==> src/dual_slope_path_loss_top_assert.svh <==
// Assertion helpers for the path loss block.
`ifndef DUAL_SLOPE_PATH_LOSS_TOP_ASSERT_SVH
`define DUAL_SLOPE_PATH_LOSS_TOP_ASSERT_SVH

// Same-cycle implication, checked on clk, quiet during rst.
`define DSPL_ASSERT_NOW(label, ante, cons, msg) \
  label: assert property (@(posedge clk) disable iff (rst) (ante) |-> (cons)) \
    else $error(msg);

// Next-cycle implication, checked on clk, quiet during rst.
`define DSPL_ASSERT_NEXT(label, ante, cons, msg) \
  label: assert property (@(posedge clk) disable iff (rst) (ante) |=> (cons)) \
    else $error(msg);

`endif

==> src/dspl_pkg.sv <==
package dspl_pkg;

  // widths of the stream fields
  localparam int TX_W   = 16;
  localparam int DIST_W = 24;
  localparam int RX_W   = 18;
  localparam int CFG_W  = 24;

  // log2 in signed Q.16, range [-8, 16]
  localparam int LOG_W  = 22;
  localparam int DIFF_W = 23;
  localparam int EXP_W  = 12;
  localparam int PROD_W = 36;
  localparam int SUM_W  = 56;
  localparam int Q_W    = SUM_W - 32;

  localparam int LOG_TABLE_DEPTH_DEF = 64;

  // 10*log10(2) in Q.16
  localparam logic signed [18:0] TEN_LOG10_2_Q16 = 19'sd197283;

  // register indexes
  localparam logic [2:0] CFG_NEAR_START     = 3'd0;
  localparam logic [2:0] CFG_FAR_START      = 3'd1;
  localparam logic [2:0] CFG_NEAR_EXPONENT  = 3'd2;
  localparam logic [2:0] CFG_FAR_EXPONENT   = 3'd3;
  localparam logic [2:0] CFG_REFERENCE_LOSS = 3'd4;

  // register reset values
  localparam logic [23:0] NEAR_START_RST     = 24'd256;
  localparam logic [23:0] FAR_START_RST      = 24'd51200;
  localparam logic [11:0] NEAR_EXPONENT_RST  = 12'd486;
  localparam logic [11:0] FAR_EXPONENT_RST   = 12'd973;
  localparam logic [15:0] REFERENCE_LOSS_RST = 16'd12253;

  // region codes
  localparam logic [1:0] REGION_NONE = 2'd0;
  localparam logic [1:0] REGION_NEAR = 2'd1;
  localparam logic [1:0] REGION_FAR  = 2'd2;

  // One log2 table entry in Q1.16 from its start value x0 = ((D+i) << 30) / D,
  // by repeated squaring. Elaboration time only.
  function automatic logic [16:0] log_entry(input logic [63:0] x0);
    logic [63:0] x;
    logic [16:0] r;
    x = x0;
    r = '0;
    if (x0 >= 64'h8000_0000) begin
      r = 17'h10000;
    end else begin
      for (int k = 0; k < 16; k++) begin
        x = (x * x) >> 30;
        r = {r[15:0], 1'b0};
        if (x >= 64'h8000_0000) begin
          x = x >> 1;
          r[0] = 1'b1;
        end
      end
    end
    return r;
  endfunction

endpackage

==> src/dspl_log2.sv <==
// Four-stage log2 of a Q16.8 value, result signed Q.16.
module dspl_log2 #(
  parameter int LOG_TABLE_DEPTH = dspl_pkg::LOG_TABLE_DEPTH_DEF
) (
  input  logic                              clk,
  input  logic [3:0]                        en,
  input  logic [dspl_pkg::DIST_W-1:0]       v,
  output logic signed [dspl_pkg::LOG_W-1:0] log_val
);

  localparam int TI_W = $clog2(LOG_TABLE_DEPTH + 1);
  localparam int T_W  = 16 + TI_W;

  logic [16:0] tbl [0:LOG_TABLE_DEPTH];

  for (genvar i = 0; i <= LOG_TABLE_DEPTH; i++) begin : g_tbl
    localparam logic [63:0] X0 =
      ((64'(LOG_TABLE_DEPTH) + 64'(i)) << 30) / 64'(LOG_TABLE_DEPTH);
    assign tbl[i] = dspl_pkg::log_entry(X0);
  end

  // stage 1: leading one and mantissa
  logic [23:0] vz;
  logic [4:0]  p_enc;
  logic [23:0] norm;
  logic [4:0]  p1;
  logic [15:0] f1;

  always_comb begin
    vz = (v == '0) ? 24'd1 : v;
    p_enc = '0;
    for (int b = 0; b < 24; b++) begin
      if (vz[b]) p_enc = 5'(b);
    end
    norm = vz << (5'd23 - p_enc);
  end

  always_ff @(posedge clk) begin
    if (en[0]) begin
      p1 <= p_enc;
      f1 <= norm[22:7];
    end
  end

  // stage 2: scale mantissa to table position
  logic [T_W-1:0]  t2;
  logic [TI_W-1:0] idx2;
  logic [15:0]     w2;
  logic [4:0]      p2;

  assign t2 = {{TI_W{1'b0}}, f1} * T_W'(LOG_TABLE_DEPTH);

  always_ff @(posedge clk) begin
    if (en[1]) begin
      idx2 <= t2[T_W-1:16];
      w2   <= t2[15:0];
      p2   <= p1;
    end
  end

  // stage 3: table read
  logic [16:0] lo3, hi3;
  logic [15:0] w3;
  logic [4:0]  p3;

  always_ff @(posedge clk) begin
    if (en[2]) begin
      lo3 <= tbl[idx2];
      hi3 <= tbl[idx2 + TI_W'(1)];
      w3  <= w2;
      p3  <= p2;
    end
  end

  // stage 4: interpolate, add exponent
  logic [16:0]       span;
  logic [32:0]       prod;
  logic [17:0]       interp;
  logic signed [5:0] expo;

  always_comb begin
    span   = hi3 - lo3;
    prod   = {16'b0, span} * {17'b0, w3};
    interp = {1'b0, lo3} + {1'b0, prod[32:16]};
    expo   = $signed({1'b0, p3}) - 6'sd8;
  end

  always_ff @(posedge clk) begin
    if (en[3]) begin
      log_val <= $signed({expo, 16'b0}) + $signed({4'b0, interp});
    end
  end

endmodule

==> config.mk <==
export PLATFORM = sky130hd
export DESIGN_NAME = dspl_log2
export DESIGN_NICKNAME = d
export VERILOG_FILES = /design/src/dual_slope_path_loss_top_assert.svh /design/src/dspl_pkg.sv /design/src/dspl_log2.sv
export SDC_FILE = /design/constraint.sdc
export NUM_CORES = 1
export LEC_CHECK = 0
export BUFFER_PORTS_ARGS = -buffer_cell sky130_fd_sc_hd__buf_2
export CORE_MARGIN = 8
export CORE_UTILIZATION = 30
export CTS_BUF_LIST = sky130_fd_sc_hd__clkbuf_8
export DETAILED_ROUTE_END_ITERATION = 8
export PLACE_DENSITY = 0.54
export SLEW_MARGIN = 10
export SYNTH_ARGS = -nofsm -noshare
export SYNTH_HDL_FRONTEND = slang
export SYNTH_SLANG_ARGS = --single-unit
==> constraint.sdc <==
create_clock -name clk -period 15 [get_ports clk]
set_clock_uncertainty 0.2 [all_clocks]
set_input_delay 1.5 -clock clk [delete_from_list [all_inputs] [get_ports clk]]
set_output_delay 1.5 -clock clk [all_outputs]
set_load 0.02 [all_outputs]
# After elaboration in Yosys (flattened, before gate mapping)
# Memory sizes are Yosys's and may differ from the RTL's. A register that Yosys moved wholly into a read port is not among the register bits.
# Cells that the tools add are included.
# Widths: inputs -> output; s select.
# totals
register_bits	79
romBits	4352
inputBits	29
out_inout_bits	22
wordCells	45
memories	2
# classes
addsub	6
multipliers	1
shifts	1
n_mux	24
bitwise	2
reduce_logical	1
# mem_list
memory	words	width	rd	rd_clocked_by_memory_dff	write_ports	line_no	rtl
(name not given)	128	17	1	1	0	dspl_log2.sv:69	hi3 <= tbl[idx2 + TI_W'(1)];
(name not given)	128	17	1	1	0	dspl_log2.sv:68	lo3 <= tbl[idx2];
# op_table
cell	count
$mux 5	22
$mul 17x10->27	1
$logic_not 24->1	1
$mux 24	1
$shl 24x5->23	1
$add 22x19->22	1
$add 17x17->18	1
$sub 17x17->17	1
$not 6->8	1
$not 7->8	1
$add 6x1->7 const B	1
$sub 5x4->6 const B	1
$sub 5x5->5 const A	1
$mux 1	1

# Longest topological paths before layout
# logic_depth
ltp_word	27
depth_mapped	45
depth_no_buf	45

# Worst setup path before layout
# No wires, ideal clock.
# synth_path
kind	register -> register
start	register lo3[1]
end	register log_val[20] (netlist name) (data pin)
setup_ps	257
arrival_ps	9162
required_ps	14543
path_slack_ps	5381
path_stages_with_launch	44
cell_sequence	edfxtp_1 -> inv_1 -> ha_1 -> nor2b_1 -> o21ai_1 -> a21boi_1 -> o21ai_0 -> a21boi_1 -> o21ai_0 -> nand2b_1 -> xor2_1 -> nand2_1 -> fa_1 -> inv_1 -> fa_1 -> inv_1 -> fa_1 -> inv_1 -> (+8 left out) -> o41ai_2 -> inv_1 -> o31a_1 -> xor2_1 -> ha_1 -> a21oi_1 -> o21bai_1 -> a41o_1 -> o41ai_2 -> o211ai_1 -> a31oi_1 -> xor3_1 -> ha_1 -> inv_1 -> fa_1 -> nor2_1 -> nand2_1 -> xor2_1
# synth_via
elab_chain_cells	4
# synth_rtl
item	line_no	rtl
start: declaration	dspl_log2.sv:62	logic [16:0] lo3, hi3;
$sub 17x17->17	dspl_log2.sv:82	span = hi3 - lo3;
$mul 17x10->27	dspl_log2.sv:83	prod = {16'b0, span} * {17'b0, w3};
$add 17x17->18 (*)	dspl_log2.sv:84	interp = {1'b0, lo3} + {1'b0, prod[32:16]};
$add 22x19->22 (*)	dspl_log2.sv:90	log_val <= $signed({expo, 16'b0}) + $signed({4'b0, interp});
end signal: assignment	dspl_log2.sv:90	
end: declaration	dspl_log2.sv:8	output logic signed [dspl_pkg::LOG_W-1:0] log_val
# Every way passes the cells marked *; elsewhere a longest branch is shown, timed or not.
# A chain may end at the register's enable or synchronous reset.

# Final worst setup path
# layout_path
start	register lo3[0]
end	register log_val[20] (netlist name) (data pin)
# The elaborated chain is that of the path after synthesis.

==> impl_metrics.csv <==
group,metric,value,unit
status,outcome,"finished, final reports clean",
final_layout,nets,1985,
yosys,ys_seq_elements,112,
drt,wl_met3,2590,um
min_path,hp-class,"reg -> reg",
final_layout,final_cell_mix,"nand2_1 (201), inv_1 (171), fa_1 (120)",
sta,max_clock_freq,0.0922,GHz
yosys,async_reset_ff_share,0,%
global_routing,overflow,0,
setup_path,cp.arrival,10820,ps
final_layout,area_growth,7.17,%
sta,rsz0062_at_grt,"no",
clock_network,cts_resized,0,
drt,drtPass1Iterations,5,
setup_path,cp_common_cell,"fa_1",
final_layout,antennaDiodeCount,0,
yosys,synth-compound-area-share,20.5,%
yosys,ys_warn_count,0,
setup_path,max_stage_delay,660,ps
clock_network,cts_tree,"done",
yosys,syn_inst,1747,
yosys,synth_xor_area_share,2.92,%
clock_network,hold_buffers,0,
setup_path,path_max_fanout,10,
clock_network,cts_sinks,112,
clock_network,clk_pin_slew_worst_paths,110,ps
drt,ant_nets,0,
yosys,yosys.area_share.simple,18.3,%
die,dieArea,57200,um2
yosys,synthAdderAreaFrac,25.6,%
global_routing,grt_pass1_vias,13000,
die,coreArea,49100,um2
global_routing,grt_usage,15.4,%
final_layout,n_fill_cell,5162,
clock_network,cts_buffers,9,
clock_network,cts_setup_buffers,0,
placed_design,dp_hpwl,33300,um
flow_run,cap_violations,0,
die,fp-row-count,81,
global_routing,grt_max_degree,75,
sta,slew_viol_final,0,
die,ios,51,
yosys,synth.distinct_cells,81,
yosys,syn-mean-instance-area,8.55,um2
sta,relSlewSlack,32.8,%
setup_path,critPathRequiredTime,14980,ps
setup_path,path_class,"reg -> reg",
yosys,ys_seq_area_share,22.5,%
drt,vias,13100,
die,die_h,239,um
drt,wl_met2,20800,um
final_layout,multi_input_area,10500,um2
sta,report.final.setup_viol,0,
global_routing,antenna_found_initial,1,
placed_design,io_buffers,50,
clock_network,clk_path_buf_depth,2,
setup_path,cpMaxStageDelayCell,"xor2_1",
sta,hold_violations,0,
sta,period_minus_slack,10850,ps
final_layout,layout-drive-gt1-share,7.59,%
die,initial_core_util,30.4,%
placed_design,gp_congestion,0.919,
setup_path,worstSetupEndpointType,"register",
drt,wl_per_cell,18.5,um
final_layout,regArea,3360,um2
clock_network,cts_root_buf,"clkbuf_8",
setup_path,worstRegToRegCells,41,
drt,drtIter0Drc,1115,
yosys,synthesis.nets,2010,
clock_network,clk_latency,420,ps
min_path,holdPathStages,0,
yosys,syn_area,14900,um2
drt,routed_wl,44200,um
sta,fin_tns_setup,0,ps
yosys,synth_edf_count,112,
drt,vias_per_cell,5.48,
sta,worst_pin_slew,1010,ps
sta,period_share,72.3,%
drt,drc_errors,0,
yosys,ys.flop_type,"edfxtp_1",
yosys,synthMuxAreaShare,2.50,%
drt,top_layer,"met5",
drt,wirelength_met1,19700,um
clock_network,h-tree-depth,3,
die,die_w,239,um
yosys,synth_top_family_by_area,"adder cells",
global_routing,grt_pass1_wl,71000,um
setup_path,cp-start-kind,"register",
final_layout,mostFrequentLayoutCell,"nand2_1",
[stage by stage]
stage	cells	utilization, %	instance area (um2)	hold slack (ps)	worst slack, ps
floorplan	1747	-	14900	200	5380
global route	2391	32.6	16000	237	3320
finish	2391	32.6	16000	228	4150
detailed placement	2375	32.2	15800	205	4130
CTS	2391	32.6	16000	230	4090
global placement	2375	32.2	15800	200	4420
[metal layers]
layer / global-route usage (%) / up-vias
li1: - / 6136
met1: 20.2 / 6415
met2: 25.4 / 456
met3: 2.72 / 96
met4: 4.92 / 2
met5: 0 / -
[cell families after synthesis]
group                    count (synthesis)
adder cells (fa/ha/maj)                234
buffers and inverters                  294
flip-flops                             112
AO/OA/AOI/OAI                          448
multiplexers                            35
XOR/XNOR                                48
AND/OR/NAND/NOR                        576
[critical path: cells and delay by family, from the launching register on]
kind	cells	cell delay, ps
buffers and inverters	4	320
AND/OR/NAND/NOR	7	1150
adder cells (fa/ha/maj)	11	4200
flip-flops	1	410
AO/OA/AOI/OAI	15	3120
XOR/XNOR	4	1220
[worst paths after layout]
check                               end  slack (ps)              from
hold reg to reg        w3[13]$_DFFE_PP_         230  w2[13]$_DFFE_PP_
hold / removal         w3[13]$_DFFE_PP_         230  w2[13]$_DFFE_PP_
setup reg to reg  log_val[20]$_DFFE_PP_        4150  lo3[0]$_DFFE_PP_
setup / recovery  log_val[20]$_DFFE_PP_        4150  lo3[0]$_DFFE_PP_
[final cells by class]
class	count	share of cell area, %
well taps	664	5.19
multi-input cells	1341	65.3
clock buffers	9	0.774
inverters	173	4.09
flip-flops and latches	112	21.0
clock inverters	7	0.375
repair buffers	85	3.21
[cells in the mapped netlist, types with 6 or more instances]
master | count | share of area, %
a21oi_1 | 103 | 3.5
and2_1 | 61 | 2.6
nand3_1 | 75 | 2.5
o311ai_1 | 6 | 0.35
o31ai_1 | 6 | 0.30
o21ai_0 | 72 | 2.4
o22ai_1 | 16 | 0.67
nor2b_1 | 23 | 0.96
ha_1 | 114 | 9.6
nor2_1 | 106 | 2.7
xor2_1 | 13 | 0.76
nand2_1 | 201 | 5.1
and3_1 | 18 | 0.75
a311oi_1 | 21 | 1.2
inv_1 | 169 | 4.2
o21a_1 | 6 | 0.30
a31oi_1 | 27 | 1.1
fa_1 | 120 | 16
nor3b_1 | 10 | 0.50
a211oi_1 | 49 | 2.5
nor3_1 | 40 | 1.3
o221ai_1 | 6 | 0.35
o211ai_1 | 32 | 1.6
a21o_1 | 15 | 0.75
xnor2_1 | 34 | 2.0
a22oi_1 | 9 | 0.45
o311ai_0 | 6 | 0.35
edfxtp_1 | 112 | 23
clkbuf_1 | 101 | 2.5
mux2i_1 | 28 | 1.9
nand2b_1 | 14 | 0.59
o2111ai_1 | 10 | 0.59
buf_1 | 13 | 0.33
[sequential cells by signal (all words and copies together), names as in the netlist]
register,flops
lo3,16
idx2,6
hi3,17
p1,5
log_val,22
w2,10
w3,10
p3,5
p2,5
f1,16
Power is left out: the tool's default activity adds up to more than one toggle a clock period on the data nets, which glitch-free logic cannot reach.
